**config.mk**
```make
export PLATFORM = sky130hd
export DESIGN_NAME = power_key_long_press_idle_controller_flat
export DESIGN_NICKNAME = d
export VERILOG_FILES = /design/src/hw/rtl/pkic_pkg.sv /design/src/hw/rtl/pkic_if.sv /design/src/hw/rtl/pkic_key_ctrl.sv /design/src/hw/rtl/pkic_idle_ctrl.sv /design/src/hw/rtl/power_key_long_press_idle_controller.sv /design/src/flat_wrapper.sv
export SDC_FILE = /design/constraint.sdc
export NUM_CORES = 1
export LEC_CHECK = 0
export ABC_AREA = 1
export ABC_CLOCK_PERIOD_IN_PS = 3500
export BUFFER_PORTS_ARGS = -buffer_cell sky130_fd_sc_hd__buf_2
export CAP_MARGIN = 10
export CORE_MARGIN = 1.5
export CORE_UTILIZATION = 55
export CTS_CLUSTER_DIAMETER = 100
export DETAILED_ROUTE_END_ITERATION = 12
export PLACE_DENSITY = 0.77
export SYNTH_ARGS = -nofsm -noshare
export SYNTH_HDL_FRONTEND = slang
export SYNTH_SLANG_ARGS = --single-unit
```
**constraint.sdc**
```tcl
create_clock -name clk_i -period 3.5 [get_ports clk_i]
set_input_delay 0.175 -clock clk_i [delete_from_list [all_inputs] [get_ports clk_i]]
set_output_delay 0.175 -clock clk_i [all_outputs]
set_load 0.1 [all_outputs]
```
**src/hw/rtl/pkic_pkg.sv**
```systemverilog
// Shared types, widths and codes of the power key and idle controller.
package pkic_pkg;

  localparam int unsigned HoldBits     = 16;
  localparam int unsigned IdleBits     = 32;
  localparam int unsigned HoldCfgBits  = 16;
  localparam int unsigned TimeoutBits  = 32;
  localparam int unsigned WakeBits     = 16;
  localparam int unsigned ElapsedBits  = 16;
  localparam int unsigned IdleOutBits  = 32;
  localparam int unsigned CfgIdxBits   = 3;
  localparam int unsigned CfgDataBits  = 32;
  localparam int unsigned HoldCmpBits  = (HoldBits > HoldCfgBits) ? HoldBits : HoldCfgBits;
  localparam int unsigned IdleCmpBits  = (IdleBits > TimeoutBits) ? IdleBits : TimeoutBits;

  localparam logic [HoldCfgBits-1:0] SleepHoldRst    = HoldCfgBits'(10);
  localparam logic [HoldCfgBits-1:0] RestartHoldRst  = HoldCfgBits'(20);
  localparam logic [HoldCfgBits-1:0] ShutdownHoldRst = HoldCfgBits'(30);
  localparam logic [TimeoutBits-1:0] TimeoutRst      = TimeoutBits'(30000);
  localparam logic [WakeBits-1:0]    WakeWindowRst   = WakeBits'(1000);

  typedef enum logic [CfgIdxBits-1:0] {
    CFG_SLEEP_HOLD    = 3'd0,
    CFG_RESTART_HOLD  = 3'd1,
    CFG_SHUTDOWN_HOLD = 3'd2,
    CFG_SCREEN_TMO    = 3'd3,
    CFG_WAKE_WINDOW   = 3'd4
  } cfg_idx_e;

  typedef enum logic [1:0] {
    REQ_NONE    = 2'd0,
    REQ_SLEEP   = 2'd1,
    REQ_RESTART = 2'd2
  } req_e;

  typedef struct packed {
    logic                   key_down;
    logic                   activity_seen;
    logic [ElapsedBits-1:0] elapsed_ms;
  } in_item_t;

  typedef struct packed {
    logic                   display_on;
    logic                   went_to_sleep;
    logic                   woke_up;
    logic [1:0]             hold_request;
    logic                   power_hold;
    logic [IdleOutBits-1:0] idle_time_ms;
  } out_item_t;

  typedef struct packed {
    logic [HoldCfgBits-1:0] sleep_hold;
    logic [HoldCfgBits-1:0] restart_hold;
    logic [HoldCfgBits-1:0] shutdown_hold;
  } hold_cfg_t;

  typedef struct packed {
    logic [TimeoutBits-1:0] screen_timeout;
    logic [WakeBits-1:0]    wake_window;
  } idle_cfg_t;

  typedef struct packed {
    logic press;
    req_e request;
    logic power_hold;
  } key_stat_t;

  typedef struct packed {
    logic                   display_on;
    logic                   went_to_sleep;
    logic                   woke_up;
    logic [IdleOutBits-1:0] idle_time_ms;
  } idle_stat_t;

endpackage

```
**src/hw/rtl/pkic_if.sv**
```systemverilog
// Valid/ready channels for poll items and result items.
interface pkic_in_if;
  logic               valid;
  logic               ready;
  pkic_pkg::in_item_t item;

  modport source (output valid, output item, input ready);
  modport sink   (input valid, input item, output ready);
endinterface

interface pkic_out_if;
  logic                valid;
  logic                ready;
  pkic_pkg::out_item_t item;

  modport source (output valid, output item, input ready);
  modport sink   (input valid, input item, output ready);
endinterface

```
**src/hw/rtl/pkic_key_ctrl.sv**
```systemverilog
// Power key boot guard, hold counter, request code and power latch.
module pkic_key_ctrl (
  input  logic                clk_i,
  input  logic                rst_ni,
  input  logic                step_i,
  input  logic                key_down_i,
  input  pkic_pkg::hold_cfg_t cfg_i,
  output pkic_pkg::key_stat_t stat_o
);

  localparam logic [pkic_pkg::HoldBits-1:0] HoldMax = '1;

  logic                          armed_q, armed_d;
  logic                          was_down_q, was_down_d;
  logic [pkic_pkg::HoldBits-1:0] hold_q, hold_d, hold_inc;
  pkic_pkg::req_e                req_q, req_d;
  logic                          pwr_q, pwr_d;
  logic                          press;

  always_comb begin
    armed_d    = armed_q;
    was_down_d = was_down_q;
    hold_d     = hold_q;
    req_d      = req_q;
    pwr_d      = pwr_q;
    press      = 1'b0;
    hold_inc   = (hold_q == HoldMax) ? hold_q : hold_q + pkic_pkg::HoldBits'(1);
    if (key_down_i) begin
      if (armed_q) begin
        press  = !was_down_q;
        hold_d = hold_inc;
        if (pkic_pkg::HoldCmpBits'(hold_d) >= pkic_pkg::HoldCmpBits'(cfg_i.sleep_hold)) begin
          if (pkic_pkg::HoldCmpBits'(hold_d) < pkic_pkg::HoldCmpBits'(cfg_i.restart_hold)) begin
            req_d = pkic_pkg::REQ_SLEEP;
          end else if (pkic_pkg::HoldCmpBits'(hold_d)
                       < pkic_pkg::HoldCmpBits'(cfg_i.shutdown_hold)) begin
            req_d = pkic_pkg::REQ_RESTART;
          end else begin
            pwr_d = 1'b0;
          end
        end
      end
      was_down_d = 1'b1;
    end else begin
      armed_d    = 1'b1;
      hold_d     = '0;
      was_down_d = 1'b0;
    end
  end

  always_ff @(posedge clk_i or negedge rst_ni) begin
    if (!rst_ni) begin
      armed_q    <= 1'b0;
      was_down_q <= 1'b0;
      hold_q     <= '0;
      req_q      <= pkic_pkg::REQ_NONE;
      pwr_q      <= 1'b1;
    end else if (step_i) begin
      armed_q    <= armed_d;
      was_down_q <= was_down_d;
      hold_q     <= hold_d;
      req_q      <= req_d;
      pwr_q      <= pwr_d;
    end
  end

  assign stat_o.press      = press;
  assign stat_o.request    = req_d;
  assign stat_o.power_hold = pwr_d;

  a_latch_stays_low: assert property (@(posedge clk_i) disable iff (!rst_ni)
    !pwr_q |=> !pwr_q) else $error("power latch re-armed without reset");
  a_request_sticks: assert property (@(posedge clk_i) disable iff (!rst_ni)
    (req_q != pkic_pkg::REQ_NONE) |=> (req_q != pkic_pkg::REQ_NONE))
    else $error("hold request cleared without reset");
  a_unarmed_idle: assert property (@(posedge clk_i) disable iff (!rst_ni)
    !armed_q |-> (hold_q == '0)) else $error("hold counter ran before key was armed");

endmodule

```
**src/hw/rtl/pkic_idle_ctrl.sv**
```systemverilog
// Saturating idle timer with display blank and wake decisions.
module pkic_idle_ctrl (
  input  logic                             clk_i,
  input  logic                             rst_ni,
  input  logic                             step_i,
  input  logic                             activity_i,
  input  logic [pkic_pkg::ElapsedBits-1:0] elapsed_i,
  input  pkic_pkg::idle_cfg_t              cfg_i,
  output pkic_pkg::idle_stat_t             stat_o
);

  localparam logic [pkic_pkg::IdleBits-1:0]    IdleMax    = '1;
  localparam logic [pkic_pkg::IdleOutBits-1:0] IdleOutMax = '1;

  logic [pkic_pkg::IdleBits-1:0] idle_q, idle_d;
  logic [pkic_pkg::IdleBits:0]   sum;
  logic                          awake_q, awake_d;
  logic                          slept, woke;

  always_comb begin
    sum     = {1'b0, idle_q} + (pkic_pkg::IdleBits + 1)'(elapsed_i);
    awake_d = awake_q;
    slept   = 1'b0;
    woke    = 1'b0;
    if (activity_i) begin
      idle_d = '0;
    end else if (sum[pkic_pkg::IdleBits]) begin
      idle_d = IdleMax;
    end else begin
      idle_d = sum[pkic_pkg::IdleBits-1:0];
    end
    if (awake_q) begin
      if (pkic_pkg::IdleCmpBits'(idle_d) > pkic_pkg::IdleCmpBits'(cfg_i.screen_timeout)) begin
        awake_d = 1'b0;
        slept   = 1'b1;
      end
    end else if (pkic_pkg::IdleCmpBits'(idle_d) < pkic_pkg::IdleCmpBits'(cfg_i.wake_window)) begin
      awake_d = 1'b1;
      woke    = 1'b1;
    end
  end

  always_ff @(posedge clk_i or negedge rst_ni) begin
    if (!rst_ni) begin
      idle_q  <= '0;
      awake_q <= 1'b1;
    end else if (step_i) begin
      idle_q  <= idle_d;
      awake_q <= awake_d;
    end
  end

  assign stat_o.display_on    = awake_d;
  assign stat_o.went_to_sleep = slept;
  assign stat_o.woke_up       = woke;
  assign stat_o.idle_time_ms  =
    (pkic_pkg::IdleCmpBits'(idle_d) > pkic_pkg::IdleCmpBits'(IdleOutMax))
      ? IdleOutMax : pkic_pkg::IdleOutBits'(idle_d);

  a_zero_idle_wakes_nothing_awake: assert property (@(posedge clk_i) disable iff (!rst_ni)
    (step_i && activity_i) |=> (idle_q == '0)) else $error("activity did not clear idle time");

endmodule

```
**src/hw/rtl/power_key_long_press_idle_controller.sv**
```systemverilog
// Top level of the power key long-press and display idle controller.
// One poll item in, one result item out. A poll is taken into an input
// register, worked through the key and idle logic once the result register
// can take a new item, and written to that result register. A new poll can
// be accepted every cycle while the result consumer keeps up (one item per
// clock, as each poll makes a single key/idle update to the controller
// state). The result register lets the next poll move up while a finished
// result still waits for its consumer. The boot guard ignores the power key
// until it has been seen released once; a held, armed key counts up and
// raises a sleep request, then a restart request, then drops the power
// latch. Requests and the latch only clear on reset. Write the threshold
// registers only while no poll is in flight; unknown register indexes are
// ignored.
module power_key_long_press_idle_controller (
  input  logic                             clk_i,
  input  logic                             rst_ni,
  input  logic                             cfg_we_i,
  input  logic [pkic_pkg::CfgIdxBits-1:0]  cfg_idx_i,
  input  logic [pkic_pkg::CfgDataBits-1:0] cfg_data_i,
  pkic_in_if.sink                          in_i,
  pkic_out_if.source                       out_o
);

  // Configuration registers
  pkic_pkg::hold_cfg_t hold_cfg_q;
  pkic_pkg::idle_cfg_t idle_cfg_q;

  always_ff @(posedge clk_i or negedge rst_ni) begin
    if (!rst_ni) begin
      hold_cfg_q.sleep_hold     <= pkic_pkg::SleepHoldRst;
      hold_cfg_q.restart_hold   <= pkic_pkg::RestartHoldRst;
      hold_cfg_q.shutdown_hold  <= pkic_pkg::ShutdownHoldRst;
      idle_cfg_q.screen_timeout <= pkic_pkg::TimeoutRst;
      idle_cfg_q.wake_window    <= pkic_pkg::WakeWindowRst;
    end else if (cfg_we_i) begin
      unique case (pkic_pkg::cfg_idx_e'(cfg_idx_i))
        pkic_pkg::CFG_SLEEP_HOLD:
          hold_cfg_q.sleep_hold <= cfg_data_i[pkic_pkg::HoldCfgBits-1:0];
        pkic_pkg::CFG_RESTART_HOLD:
          hold_cfg_q.restart_hold <= cfg_data_i[pkic_pkg::HoldCfgBits-1:0];
        pkic_pkg::CFG_SHUTDOWN_HOLD:
          hold_cfg_q.shutdown_hold <= cfg_data_i[pkic_pkg::HoldCfgBits-1:0];
        pkic_pkg::CFG_SCREEN_TMO:
          idle_cfg_q.screen_timeout <= cfg_data_i[pkic_pkg::TimeoutBits-1:0];
        pkic_pkg::CFG_WAKE_WINDOW:
          idle_cfg_q.wake_window <= cfg_data_i[pkic_pkg::WakeBits-1:0];
        default: ;
      endcase
    end
  end

  // Input register and result register handshake
  logic                 in_vld_q, in_vld_d;
  pkic_pkg::in_item_t   in_q;
  logic                 res_vld_q, res_vld_d;
  pkic_pkg::out_item_t  res_q;
  logic                 advance;   // result register can take a new item
  logic                 step;      // the held poll updates state this cycle
  logic                 in_take;

  assign advance    = !res_vld_q || out_o.ready;
  assign step       = in_vld_q && advance;
  assign in_i.ready = !in_vld_q || advance;
  assign in_take    = in_i.valid && in_i.ready;

  always_comb begin
    in_vld_d = in_vld_q;
    if (in_take) begin
      in_vld_d = 1'b1;
    end else if (step) begin
      in_vld_d = 1'b0;
    end
    res_vld_d = res_vld_q;
    if (step) begin
      res_vld_d = 1'b1;
    end else if (out_o.ready) begin
      res_vld_d = 1'b0;
    end
  end

  always_ff @(posedge clk_i or negedge rst_ni) begin
    if (!rst_ni) begin
      in_vld_q  <= 1'b0;
      res_vld_q <= 1'b0;
    end else begin
      in_vld_q  <= in_vld_d;
      res_vld_q <= res_vld_d;
    end
  end

  always_ff @(posedge clk_i) begin
    if (in_take) begin
      in_q <= in_i.item;
    end
  end

  // Key handling first, then idle timing; a press edge counts as activity
  pkic_pkg::key_stat_t  key_stat;
  pkic_pkg::idle_stat_t idle_stat;

  pkic_key_ctrl u_key (
    .clk_i      (clk_i),
    .rst_ni     (rst_ni),
    .step_i     (step),
    .key_down_i (in_q.key_down),
    .cfg_i      (hold_cfg_q),
    .stat_o     (key_stat)
  );

  pkic_idle_ctrl u_idle (
    .clk_i      (clk_i),
    .rst_ni     (rst_ni),
    .step_i     (step),
    .activity_i (in_q.activity_seen || key_stat.press),
    .elapsed_i  (in_q.elapsed_ms),
    .cfg_i      (idle_cfg_q),
    .stat_o     (idle_stat)
  );

  always_ff @(posedge clk_i) begin
    if (step) begin
      res_q.display_on    <= idle_stat.display_on;
      res_q.went_to_sleep <= idle_stat.went_to_sleep;
      res_q.woke_up       <= idle_stat.woke_up;
      res_q.hold_request  <= key_stat.request;
      res_q.power_hold    <= key_stat.power_hold;
      res_q.idle_time_ms  <= idle_stat.idle_time_ms;
    end
  end

  assign out_o.valid = res_vld_q;
  assign out_o.item  = res_q;

  a_sleep_wake_exclusive: assert property (@(posedge clk_i) disable iff (!rst_ni)
    res_vld_q |-> !(res_q.went_to_sleep && res_q.woke_up))
    else $error("result both blanked and woke the display");
  a_sleep_blanks: assert property (@(posedge clk_i) disable iff (!rst_ni)
    (res_vld_q && res_q.went_to_sleep) |-> !res_q.display_on)
    else $error("display reported awake on the poll that blanked it");
  a_no_lost_item: assert property (@(posedge clk_i) disable iff (!rst_ni)
    (in_vld_q && !advance) |=> in_vld_q)
    else $error("held poll dropped while result register was full");

endmodule

```
**src/flat_wrapper.sv**
```systemverilog
// flat-port wrapper written by rule: the top's interface ports become plain ports
module power_key_long_press_idle_controller_flat 
  (clk_i, rst_ni, cfg_we_i, cfg_idx_i, cfg_data_i, in_i_valid, in_i_item, in_i_ready, out_o_valid, out_o_item, out_o_ready);
  pkic_in_if in_i_i ();
  pkic_out_if out_o_i ();
  input  logic clk_i;
  input  logic rst_ni;
  input  logic cfg_we_i;
  input  logic [pkic_pkg::CfgIdxBits-1:0] cfg_idx_i;
  input  logic [pkic_pkg::CfgDataBits-1:0] cfg_data_i;
  input wire logic [$bits(in_i_i.valid)-1:0] in_i_valid;
  input wire logic [$bits(in_i_i.item)-1:0] in_i_item;
  output wire logic [$bits(in_i_i.ready)-1:0] in_i_ready;
  output wire logic [$bits(out_o_i.valid)-1:0] out_o_valid;
  output wire logic [$bits(out_o_i.item)-1:0] out_o_item;
  input wire logic [$bits(out_o_i.ready)-1:0] out_o_ready;
  assign in_i_i.valid = in_i_valid;
  assign in_i_i.item = in_i_item;
  assign in_i_ready = in_i_i.ready;
  assign out_o_valid = out_o_i.valid;
  assign out_o_item = out_o_i.item;
  assign out_o_i.ready = out_o_ready;
  power_key_long_press_idle_controller u_core (.clk_i(clk_i), .rst_ni(rst_ni), .cfg_we_i(cfg_we_i), .cfg_idx_i(cfg_idx_i), .cfg_data_i(cfg_data_i), .in_i(in_i_i), .out_o(out_o_i));
endmodule
```
==> Flow_metrics.wiki, run 1 <==
{| class="wikitable"
! Metric !! Value
|-
| Count of input and output buffers || 97
|-
| Number of detailed-route iterations in the first pass || 5
|-
| Per-instance average area after synthesis || 8.46 µm²
|-
| Die H || 149 µm
|-
| Count of standard-cell rows || 53
|-
| Slowest-stage cell, CP || sky130_fd_sc_hd__edfxtp_1
|-
| Biggest area contributors in the synthesized netlist || sky130_fd_sc_hd__dfrtp_1, sky130_fd_sc_hd__edfxtp_1, sky130_fd_sc_hd__ha_1
|-
| Antenna viol nets, final || 0
|-
| Chip width || 149 µm
|-
| Worst reg2reg endpoint || u_core.out_o.item[37]
|-
| Status || complete, but fails checks
|-
| Root Driver || sky130_fd_sc_hd__clkbuf_16
|-
| Max Cap Violations || 0
|-
| RD Place Congestion || 0.929
|-
| Synth top area share || 27.5%
|-
| Synth warnings || 0
|-
| TritonCTS clock tree || done
|-
| Full die area || 0.0222 mm²
|-
| Met2 capacity usage during global routing || 49.3%
|-
| Largest net degree at the start of global routing || 98
|-
| Worst-path clk slew || 0.06 ns
|-
| Most used flip-flop cell after synthesis || sky130_fd_sc_hd__dfrtp_1
|-
| Clock Tree Buf Depth || 3
|-
| Final critical delay including setup and external delays || 3.77 ns
|-
| Peak per-stage delay on the critical path || 0.44 ns
|-
| Failing checks || negative setup slack
|-
| Total placed cells including tap cells || 1,816
|-
| Critical path arrival || 4.04 ns
|-
| Setup slack on the worst flop-to-flop path || -0.27 ns
|-
| Transition at the pin with the smallest max-transition slack || 1.20 ns
|-
| All-layer global routing usage || 28.5%
|-
| Maximum operating frequency || 265 MHz
|-
| Number of cells on the worst reg-to-reg path || 22
|-
| Fin Hold WS || 0.0137 ns
|-
| Number of antenna violations at the first check in global routing || 0
|-
| Worst vdd ir || 411 µV
|-
| RSZ-0062 raised after global routing || true
|-
| Synth area leader || sky130_fd_sc_hd__dfrtp_1
|-
| CP Capture Type || flop
|-
| Placeable core region || 0.0210 mm²
|-
| Sequential area share after synthesis || 46.9%
|-
| Layout overhead on the synthesized area || 32.3%
|-
| PnR worst setup slack || -0.268 ns
|-
| Minimum setup slack after placement || -0.220 ns
|-
| Later-pin clock latency in the skew report || 0.52 ns
|-
| Number of library cell types mapped by synthesis || 49
|-
| Number of buffers and inverters on the critical path || 3
|-
| Final standard cell area without fillers || 0.0155 mm²
|-
| Num CTS Buffers || 23
|-
| Worst path depth || 22
|-
| Synthesized netlist net count || 1,557
|-
| Fillers || 1,399
|-
| Clock sink count || 208
|-
| Most instantiated cells after synthesis || sky130_fd_sc_hd__nand2_1, sky130_fd_sc_hd__inv_1, sky130_fd_sc_hd__dfrtp_1, sky130_fd_sc_hd__o21ai_0, sky130_fd_sc_hd__ha_1
|-
| Start of the worst register-to-register path || u_core.in_q[8]
|-
| Ratio of routed vias to standard cells || 5.60
|-
| Worst setup path endpoint || u_core.out_o.item[37]
|-
| Total standard cell area after synthesis || 0.0117 mm²
|-
| Layout cell share with drive strength beyond 1 || 28.3%
|-
| Wire length reported by the detailed router || 33.5 mm
|-
| Final standard cell count with taps included and fillers excluded || 1,930
|-
| Power density relative to cell area || 662 mW/mm²
|-
| Pwr Total || 10.3 mW
|-
| DR iter-0 viols || 730
|-
| Number of remaining DRC errors || 0
|-
| Number of max-slew violations in the final report || 0
|-
| Synthesis-stage register bit count || 208
|-
| Grt met1 use || 36.6%
|-
| Proportion of synthesized flip-flops having asynchronous set or reset || 73.1%
|-
| Worst-case clock skew || 0.00946 ns
|-
| Number of failing setup endpoints in the final timing report || 10
|-
| Class of the worst hold path || primary input to flop
|-
| Library cell with the highest instance count after synthesis || sky130_fd_sc_hd__nand2_1
|-
| Type of origin of the critical path || flop
|-
| EDFF count, synth || 56
|-
| Number of global-route vias before repair || 10,500
|-
| Layer carrying the most global-route usage || met2
|-
| CP startpoint || u_core.in_q[8]
|-
| Total placed instance area || 0.0131 mm²
|-
| Final Hold Viols || 0
|-
| First-pass GRT wire length || 50.6 mm
|-
| IO Pins || 98
|-
| Overflow after GRT || 0
|-
| Category of the most critical setup path || flop to flop
|-
| Number of diodes || 0
|-
| Worst max-slew margin expressed relative to the limit || 19.6%
|-
| Average wire length per cell after detail routing || 17.4 µm
|-
| Starting density of the core || 56.0%
|-
| DP HPWL || 21.7 mm
|-
| Total via count after detailed routing || 10,800
|-
| Worst Path Max Fanout || 4
|-
| H-tree Lvls || 1
|-
| Ordered list of cells on the worst path || ha_4 -> a21oi_4 -> nand2_1 -> and2_1 -> o21ai_2 -> nand3_4 -> buf_4 -> nand3_1 -> nand3_2 -> nand2_2 -> inv_2 -> ha_4 -> inv_1 -> nor4_4 -> nor3b_2 -> nand4_1 -> nor2_1 -> nor2_1 -> nand2_1 -> nand2_1 -> nand2_1 -> nand2_2
|-
| Static leakage || 7.63 nW
|-
| CP dominant cell by count || sky130_fd_sc_hd__nand2_1
|-
| Final clock period utilization by the worst path || 108%
|-
| Met3 track demand over resource in global routing || 3.00%
|-
| Required time of the worst setup path || 3.77 ns
|-
| Category of cells accounting for the largest share of critical-path delay || simple AND/OR/NAND/NOR gates
|-
| Number of instances in the synthesized netlist || 1,389
|-
| Net count reported at finish || 1,806
|}
==> cell usage in the layout, fill, tap and decap left out, drive strengths merged, types with 13 or more instances in the layout <==
cell type and n:
buf 217, a21oi 91, o21ai 134, dfstp 23, inv 228, nor2 77
dfrtp 129, nand3 57, nor3 21, xor2 13, nand2 341, nand4 19
dlygate4sd3 40, ha 109, edfxtp 56, clkbuf 26
==> metrics by stage <==
step | util, % | setup TNS (ns)
global route | 74.2 | -3.11
floorplan | - | 0
detailed placement | 62.6 | -0.690
finish | 74.2 | -1.03
global placement | 62.6 | -0.0950
CTS | 70.7 | -0.183
==> cell families (layout without fill, tap and decap cells) <==
group,count (synthesis),in the layout,synth area share (%)
AO/OA/AOI/OAI,256,256,11.8
flip-flops,208,208,46.9
AND/OR/NAND/NOR,537,537,19.7
XOR/XNOR,19,19,1.42
adder cells (fa/ha/maj),110,110,11.8
buffers and inverters,259,525,8.38
==> worst min-delay path by stage <==
| stage | start | depth (start not counted) | end | slack, ns |
|---|---|---|---|---|
| after floorplan | rst_ni | 0 | u_core.hold_cfg_q[0] | -0.12 |
| after global placement | rst_ni | 1 | u_core.idle_cfg_q[39] | 0.32 |
| after detailed placement | rst_ni | 1 | u_core.u_idle.idle_q[18] | 0.34 |
| after CTS | cfg_data_i[14] | 3 | u_core.idle_cfg_q[30] | 0.002 |
| after global routing | cfg_data_i[0] | 3 | u_core.idle_cfg_q[16] | 0.03 |
| final | cfg_data_i[14] | 3 | u_core.idle_cfg_q[30] | 0.01 |
==> registers in the layout, summed over array words and instances, names as in the netlist <==
signal,cells
u_core.u_key.req_q,2
u_core.u_key.armed_q,1
u_core.u_idle.awake_q,1
u_core.u_key.hold_q,16
u_core.u_key.was_down_q,1
u_core.out_o.item,38
u_core.hold_cfg_q,48
u_core.in_vld_q,1
u_core.out_o.valid,1
u_core.u_idle.idle_q,32
u_core.idle_cfg_q,48
u_core.u_key.pwr_q,1
u_core.in_q,18
==> where the power goes <==
part           switching (mW)  internal, mW  leakage, nW
sequential              0.290          3.02         2.43
clock                    1.03          1.60        0.398
combinational            2.71          1.65         4.80
total                    4.03          6.27         7.63
==> worst register-to-register path: cells and delay by family, from the launching register on <==
kind                       cells  cell delay [ns]
AOI/OAI and AO/OA              2             0.43
adders and majority gates      2             0.56
buffers and inverters          3             0.27
DFF                            1             0.44
and+or+nand+nor               15             1.81
==> layer usage <==
metal	vias up	share of wire (%)	wire, µm
met5	-	0	0
met4	0	4.5	1500
met3	115	6.4	2150
met2	475	49	16300
met1	5171	40	13500
li1	5050	-	-
==> layout make-up <==
cell class / instances / area, µm² / share of cell area, %
sequential: 208 / 5520 / 35.5
clock inverter: 16 / 216 / 1.39
inverter: 226 / 851 / 5.47
clock buffer: 26 / 597 / 3.84
timing repair buffer: 257 / 1840 / 11.8
multi-input combinational: 922 / 6180 / 39.8
tap: 275 / 344 / 2.21
==> what timing repair did <==
item / in CTS / in global routing
resized for setup: 62 / 129
hold buffers: 40 / 0
setup buffers: 18 / 15
hold endpoints to repair: 118 / 0
pin swaps: 17 / 76
endpoints found under the setup margin: 10 / 10
Power figures use the tool's default switching activity.
==> run 2, diff against run 1 <==
--- a/config.mk
+++ b/config.mk
@@ -6,14 +6,14 @@
 export NUM_CORES = 1
 export LEC_CHECK = 0
 export ABC_AREA = 1
-export ABC_CLOCK_PERIOD_IN_PS = 3500
+export ABC_CLOCK_PERIOD_IN_PS = 4900
 export BUFFER_PORTS_ARGS = -buffer_cell sky130_fd_sc_hd__buf_2
 export CAP_MARGIN = 10
 export CORE_MARGIN = 1.5
-export CORE_UTILIZATION = 55
+export CORE_UTILIZATION = 65
 export CTS_CLUSTER_DIAMETER = 100
 export DETAILED_ROUTE_END_ITERATION = 12
-export PLACE_DENSITY = 0.77
+export PLACE_DENSITY = 0.86
 export SYNTH_ARGS = -nofsm -noshare
 export SYNTH_HDL_FRONTEND = slang
 export SYNTH_SLANG_ARGS = --single-unit
==> constraint.sdc (replaced) <==
create_clock -name clk_i -period 4.9 [get_ports clk_i]
set_input_delay 0.245 -clock clk_i [delete_from_list [all_inputs] [get_ports clk_i]]
set_output_delay 0.245 -clock clk_i [all_outputs]
set_load 0.1 [all_outputs]
==> Flow_metrics.wiki, run 2 (synthesis results as in run 1) <==
{| class="wikitable"
! Metric !! Value
|-
| Commonest non-fill, non-tap cells in the layout || sky130_fd_sc_hd__nand2_1, sky130_fd_sc_hd__inv_1, sky130_fd_sc_hd__o21ai_0, sky130_fd_sc_hd__dfrtp_1, sky130_fd_sc_hd__ha_1
|-
| Worst Path Max Fanout || 28
|-
| Total via count after detailed routing || 10,100
|-
| Routed met2 length || 14.4 mm
|-
| Setup slack on the worst flop-to-flop path || 0.65 ns
|-
| Largest net degree at the start of global routing || 105
|-
| RD Place Congestion || 0.937
|-
| Starting density of the core || 67.2%
|-
| DR iter-0 viols || 974
|-
| Clock Tree Buf Depth || 3
|-
| CP dominant cell by count || sky130_fd_sc_hd__nand2_1
|-
| Overflow after GRT || 0
|-
| Met3 wire len || 2.30 mm
|-
| Commonest non-fill, non-tap cell in the layout || sky130_fd_sc_hd__nand2_1
|-
| Antenna viol nets, final || 0
|-
| Min-Delay Path Depth || 3
|-
| Full die area || 0.0189 mm²
|-
| Highest Signal Layer || met4
|-
| Num CTS Buffers || 23
|-
| Number of global-route vias before repair || 9,687
|-
| Power density relative to cell area || 483 mW/mm²
|-
| Start of the worst register-to-register path || u_core.u_idle.idle_q[0]
|-
| Number of cells on the worst reg-to-reg path || 25
|-
| Category of cells accounting for the largest share of critical-path delay || simple AND/OR/NAND/NOR gates
|-
| CP Capture Type || flop
|-
| Wire length reported by the detailed router || 30.0 mm
|-
| Transition at the pin with the smallest max-transition slack || 1.30 ns
|-
| Status || complete, no violations
|-
| Class of the worst hold path || primary input to flop
|-
| Static leakage || 6.96 nW
|-
| Worst vdd ir || 415 µV
|-
| Later-pin clock latency in the skew report || 0.52 ns
|-
| Number of failing setup endpoints in the final timing report || 0
|-
| RSZ-0062 raised after global routing || false
|-
| Sequential standard cell area || 0.00551 mm²
|-
| First-pass GRT wire length || 47.2 mm
|-
| Average wire length per cell after detail routing || 17.1 µm
|-
| Peak per-stage delay on the critical path || 0.44 ns
|-
| Chip width || 137 µm
|-
| Count of input and output buffers || 97
|-
| TritonCTS clock tree || done
|-
| H-tree Lvls || 1
|-
| Root Driver || sky130_fd_sc_hd__clkbuf_16
|-
| Number of diodes || 0
|-
| Net count reported at finish || 1,685
|-
| Layout cell share with drive strength beyond 1 || 13.1%
|-
| Number of remaining DRC errors || 0
|-
| DP HPWL || 20.7 mm
|-
| Ratio of routed vias to standard cells || 5.76
|-
| Pwr Total || 6.56 mW
|-
| All-layer global routing usage || 32.2%
|-
| Type of origin of the critical path || flop
|-
| Worst reg2reg endpoint || u_core.u_idle.awake_q
|-
| Clock sink count || 208
|-
| Worst max-slew margin expressed relative to the limit || 13.5%
|-
| Max Cap Violations || 0
|-
| Worst-path clk slew || 0.06 ns
|-
| IO Pins || 98
|-
| Met1 Wirelength || 12.3 mm
|-
| Number of max-slew violations in the final report || 0
|-
| Number of antenna violations at the first check in global routing || 1
|-
| Maximum operating frequency || 235 MHz
|-
| Fillers || 1,132
|-
| Final critical delay including setup and external delays || 4.25 ns
|-
| Layout overhead on the synthesized area || 15.8%
|-
| Required time of the worst setup path || 5.35 ns
|-
| Multi-input gate area in the final layout || 0.00525 mm²
|-
| Slowest-stage cell, CP || sky130_fd_sc_hd__fa_1
|-
| Worst-case clock skew || 0.0168 ns
|-
| Final clock period utilization by the worst path || 86.7%
|-
| Number of buffers and inverters on the critical path || 2
|-
| Count of standard-cell rows || 48
|-
| Total Neg Setup Slack || 0 ns
|-
| Capture endpoint of the worst hold path || u_core.idle_cfg_q[37]
|-
| Category of the most critical setup path || flop to flop
|-
| Number of detailed-route iterations in the first pass || 6
|-
| Final Hold Viols || 0
|-
| Placeable core region || 0.0175 mm²
|-
| Die H || 137 µm
|-
| Min-Delay Startpoint || cfg_data_i[21]
|-
| Critical path arrival || 4.70 ns
|}
run 2: power breakdown:
group | leakage, nW | switching [mW] | total (mW) | internal (mW)
registers | 2.43 | 0.176 | 2.33 | 2.15
clock network | 0.406 | 0.713 | 1.89 | 1.17
logic | 4.13 | 1.65 | 2.35 | 0.701
total | 6.96 | 2.54 | 6.56 | 4.03
run 2: worst max-delay path by stage:
stage / startpoint / to / slack, ns / depth (start not counted)
final: u_core.u_idle.idle_q[0] / u_core.u_idle.awake_q / 0.65 / 25
after global routing: u_core.u_idle.idle_q[0] / u_core.u_idle.awake_q / 0.22 / 25
after CTS: u_core.u_idle.idle_q[0] / u_core.u_idle.awake_q / 0.75 / 25
after detailed placement: u_core.u_idle.idle_q[0] / u_core.u_idle.awake_q / 0.75 / 25
after global placement: u_core.u_idle.idle_q[0] / u_core.u_idle.awake_q / 1.0 / 25
after floorplan: u_core.u_idle.idle_q[0] / u_core.u_idle.awake_q / 1.26 / 25
run 2: cell type report:
cell class / count / share of cell area (%)
well taps: 225 / 2.07
clock inverters: 14 / 1.46
inverters: 226 / 6.24
flip-flops and latches: 208 / 40.6
repair buffers: 136 / 6.43
multi-input cells: 922 / 38.6
clock buffers: 28 / 4.60
run 2: metrics by stage:
| step | utilization [%] | hold slack (ns) | worst slack (ns) | cell area, µm² | std cells |
|---|---|---|---|---|---|
| 6_report | 77.8 | 0.0144 | 0.650 | 13600 | 1759 |
| 5_1_grt | 77.8 | 0.0230 | 0.217 | 13600 | 1759 |
| 4_1_cts | 77.7 | 0.00583 | 0.748 | 13600 | 1758 |
| 3_5_place_dp | 71.1 | 0.423 | 0.751 | 12400 | 1683 |
| 3_3_place_gp | 71.1 | 0.421 | 1.00 | 12400 | 1683 |
| 2_1_floorplan | - | -0.0506 | 1.26 | 11700 | 1389 |
run 2: worst min-delay path, cell delays in order:
cell	delay, ns
sky130_fd_sc_hd__buf_2	0.10
sky130_fd_sc_hd__nor2_1	0.09
sky130_fd_sc_hd__a21oi_1	0.05
run 2: timing repair:
item	CTS	global route
hold endpoints to repair	121	0
setup buffers	0	0
endpoints found under the setup margin	0	0
gates resized for setup	0	0
hold buffers	33	0
run 2: routing by layer:
layer  global-route usage [%]  up-vias
met4                     10.9        0
met5                        0        -
met1                     41.9     4799
met3                     4.75       72
met2                     55.1      449
li1                         -     4807
==> run 3, diff against run 2 <==
--- a/config.mk
+++ b/config.mk
@@ -6,9 +6,10 @@
 export NUM_CORES = 1
 export LEC_CHECK = 0
 export ABC_AREA = 1
-export ABC_CLOCK_PERIOD_IN_PS = 4900
+export ABC_CLOCK_PERIOD_IN_PS = 5300
 export BUFFER_PORTS_ARGS = -buffer_cell sky130_fd_sc_hd__buf_2
 export CAP_MARGIN = 10
+export CORE_ASPECT_RATIO = 1.25
 export CORE_MARGIN = 1.5
 export CORE_UTILIZATION = 65
 export CTS_CLUSTER_DIAMETER = 100
==> constraint.sdc (replaced) <==
create_clock -name clk_i -period 5.3 [get_ports clk_i]
set_input_delay 0.265 -clock clk_i [delete_from_list [all_inputs] [get_ports clk_i]]
set_output_delay 0.265 -clock clk_i [all_outputs]
set_load 0.1 [all_outputs]
==> Flow_metrics.wiki, run 3 (synthesis results as in run 1) <==
{| class="wikitable"
! Metric !! Value
|-
| Status || complete, no violations
|-
| Required time of the worst setup path || 5.56 ns
|-
| Min-Delay Startpoint || cfg_data_i[21]
|-
| Number of antenna violations at the first check in global routing || 0
|-
| Full die area || 0.0189 mm²
|-
| Capture endpoint of the worst hold path || u_core.idle_cfg_q[37]
|-
| Fillers || 1,264
|-
| Net count reported at finish || 1,673
|-
| Worst vdd ir || 311 µV
|-
| Multi-input gate area in the final layout || 0.00525 mm²
|-
| Worst-case clock skew || 0.0127 ns
|-
| Total placed instance area || 0.0124 mm²
|-
| Power density relative to cell area || 438 mW/mm²
|-
| Starting density of the core || 66.9%
|-
| Clock sink count || 208
|-
| Final standard cell area without fillers || 0.0134 mm²
|-
| Final standard cell count with taps included and fillers excluded || 1,745
|-
| Total placed cells including tap cells || 1,681
|-
| All-layer global routing usage || 32.3%
|-
| Transition at the pin with the smallest max-transition slack || 1.24 ns
|-
| Worst-path clk slew || 0.06 ns
|-
| Worst Path Max Fanout || 28
|-
| Number of max-slew violations in the final report || 0
|-
| CP Capture Type || flop
|-
| Setup slack on the worst flop-to-flop path || 1.04 ns
|-
| Die H || 153 µm
|-
| DP HPWL || 20.4 mm
|-
| Min-Delay Path Depth || 3
|-
| Ratio of routed vias to standard cells || 5.71
|-
| DR iter-0 viols || 971
|-
| PnR worst setup slack || 1.04 ns
|-
| Class of the worst hold path || primary input to flop
|-
| Power share of the combinational group || 36.7%
|-
| Critical path arrival || 4.52 ns
|-
| Minimum setup slack after placement || 1.14 ns
|-
| Utilization after layout || 76.4%
|-
| Part of the total power dissipated in the clock network || 26.7%
|-
| Start of the worst register-to-register path || u_core.u_idle.idle_q[0]
|-
| Layout overhead on the synthesized area || 14.2%
|-
| Total Neg Setup Slack || 0 ns
|-
| Commonest non-fill, non-tap cell in the layout || sky130_fd_sc_hd__nand2_1
|-
| Number of detailed-route iterations in the first pass || 5
|-
| Largest net degree at the start of global routing || 83
|-
| Overflow after GRT || 0
|-
| Sequential standard cell area || 0.00551 mm²
|-
| Power spent charging and discharging nets || 2.31 mW
|-
| # Post-CTS Setup Buffers || 0
|-
| Pwr Total || 5.88 mW
|-
| Fin Hold WS || 0.0217 ns
|-
| Maximum operating frequency || 235 MHz
|-
| Total via count after detailed routing || 9,961
|-
| Average wire length per cell after detail routing || 17.0 µm
|-
| Final Hold Viols || 0
|-
| RSZ-0062 raised after global routing || false
|-
| Worst max-slew margin expressed relative to the limit || 17.1%
|-
| Num CTS Buffers || 22
|-
| Antenna viol nets, final || 0
|-
| Final critical delay including setup and external delays || 4.26 ns
|-
| Number of failing setup endpoints in the final timing report || 0
|-
| TritonCTS clock tree || done
|-
| Later-pin clock latency in the skew report || 0.51 ns
|-
| Number of cells on the worst reg-to-reg path || 23
|-
| H-tree Lvls || 1
|-
| Final clock period utilization by the worst path || 80.4%
|-
| First-pass GRT wire length || 48.0 mm
|-
| Switching power share of the total || 39.3%
|-
| Count of input and output buffers || 97
|-
| Number of global-route vias before repair || 10,100
|-
| Chip width || 123 µm
|-
| Root Driver || sky130_fd_sc_hd__clkbuf_16
|-
| Count of standard-cell rows || 54
|-
| Number of diodes || 0
|-
| Number of remaining DRC errors || 0
|-
| Clock Tree Buf Depth || 3
|-
| Commonest non-fill, non-tap cells in the layout || sky130_fd_sc_hd__nand2_1, sky130_fd_sc_hd__inv_1, sky130_fd_sc_hd__o21ai_0, sky130_fd_sc_hd__dfrtp_1, sky130_fd_sc_hd__ha_1
|-
| Placeable core region || 0.0176 mm²
|-
| Resize count post-CTS || 0
|-
| Wire length reported by the detailed router || 29.7 mm
|-
| Category of the most critical setup path || flop to flop
|-
| RD Place Congestion || 0.940
|-
| Worst reg2reg endpoint || u_core.out_o.item[37]
|-
| Share of power burned in registers || 36.6%
|-
| Layout cell share with drive strength beyond 1 || 13.1%
|-
| Static leakage || 6.88 nW
|-
| IO Pins || 98
|-
| Internal Power || 3.57 mW
|-
| Type of origin of the critical path || flop
|-
| Max Cap Violations || 0
|}
==> run 3: cell types whose count changed in the layout (fill, tap and decap cells not counted), sizes merged <==
cell and delta:
bufinv -5, dlygate4sd3 -10, buf -1, clkinvlp +1
clkbuf +8, clkinv -6
==> run 3: worst max path at each step <==
| stage | to | slack (ns) | cells after the start | startpoint |
|---|---|---|---|---|
| after floorplan | u_core.u_idle.awake_q | 1.66 | 25 | u_core.u_idle.idle_q[0] |
| after global placement | u_core.out_o.item[37] | 1.27 | 23 | u_core.u_idle.idle_q[0] |
| after detailed placement | u_core.out_o.item[37] | 1.14 | 23 | u_core.u_idle.idle_q[0] |
| after CTS | u_core.out_o.item[37] | 1.08 | 23 | u_core.u_idle.idle_q[0] |
| after global routing | u_core.out_o.item[37] | 0.66 | 23 | u_core.u_idle.idle_q[0] |
| final | u_core.out_o.item[37] | 1.04 | 23 | u_core.u_idle.idle_q[0] |
==> run 3: per-layer routing <==
layer / track usage, % / vias up / part of all wire [%]
met1: 38.9 / 4697 / 39
li1: - / 4779 / -
met5: 0 / - / 0
met4: 14.0 / 0 / 4.4
met3: 3.73 / 97 / 5.8
met2: 57.4 / 388 / 51
==> run 3: timing repair <==
item	in CTS	in global routing
endpoints found under the hold margin	87	0
hold buffers	23	0
endpoints found under the setup margin	0	0
==> run 3: worst max-delay path, stage by stage (launching register included) <==
cell and delay, ns:
sky130_fd_sc_hd__dfrtp_1 0.39, sky130_fd_sc_hd__ha_1 0.23, sky130_fd_sc_hd__fa_1 0.45, sky130_fd_sc_hd__nand2_1 0.10
sky130_fd_sc_hd__nand3_1 0.08, sky130_fd_sc_hd__nand4_1 0.08, sky130_fd_sc_hd__nand2_1 0.15, sky130_fd_sc_hd__nand2_2 0.12
sky130_fd_sc_hd__nand2_4 0.09, sky130_fd_sc_hd__nand2_4 0.30, sky130_fd_sc_hd__nand3_1 0.12, sky130_fd_sc_hd__nand2_1 0.14
sky130_fd_sc_hd__inv_1 0.09, sky130_fd_sc_hd__ha_1 0.31, sky130_fd_sc_hd__inv_1 0.04, sky130_fd_sc_hd__nor4_1 0.46
sky130_fd_sc_hd__nor3b_1 0.25, sky130_fd_sc_hd__nand4_1 0.15, sky130_fd_sc_hd__nor2_1 0.15, sky130_fd_sc_hd__nor2_1 0.05
sky130_fd_sc_hd__nand2_1 0.07, sky130_fd_sc_hd__nand2_1 0.06, sky130_fd_sc_hd__nand2_1 0.07, sky130_fd_sc_hd__nand2_2 0.05
==> run 3: layout make-up <==
cell class	count	area share, %
clock buffers	36	5.41
clock inverters	4	0.177
flip-flops and latches	208	41.1
multi-input cells	922	39.2
repair buffers	125	5.75
inverters	226	6.32
well taps	224	2.09
==> run 3: power by group through the flow <==
stage	logic, mW	clock network [mW]	registers, mW
2_1_floorplan	1.20	0	2.54
3_3_place_gp	2.00	0	2.15
3_5_place_dp	2.08	0	2.17
4_1_cts	2.13	1.58	2.14
5_1_grt	2.39	1.66	2.18
6_report	2.16	1.57	2.15
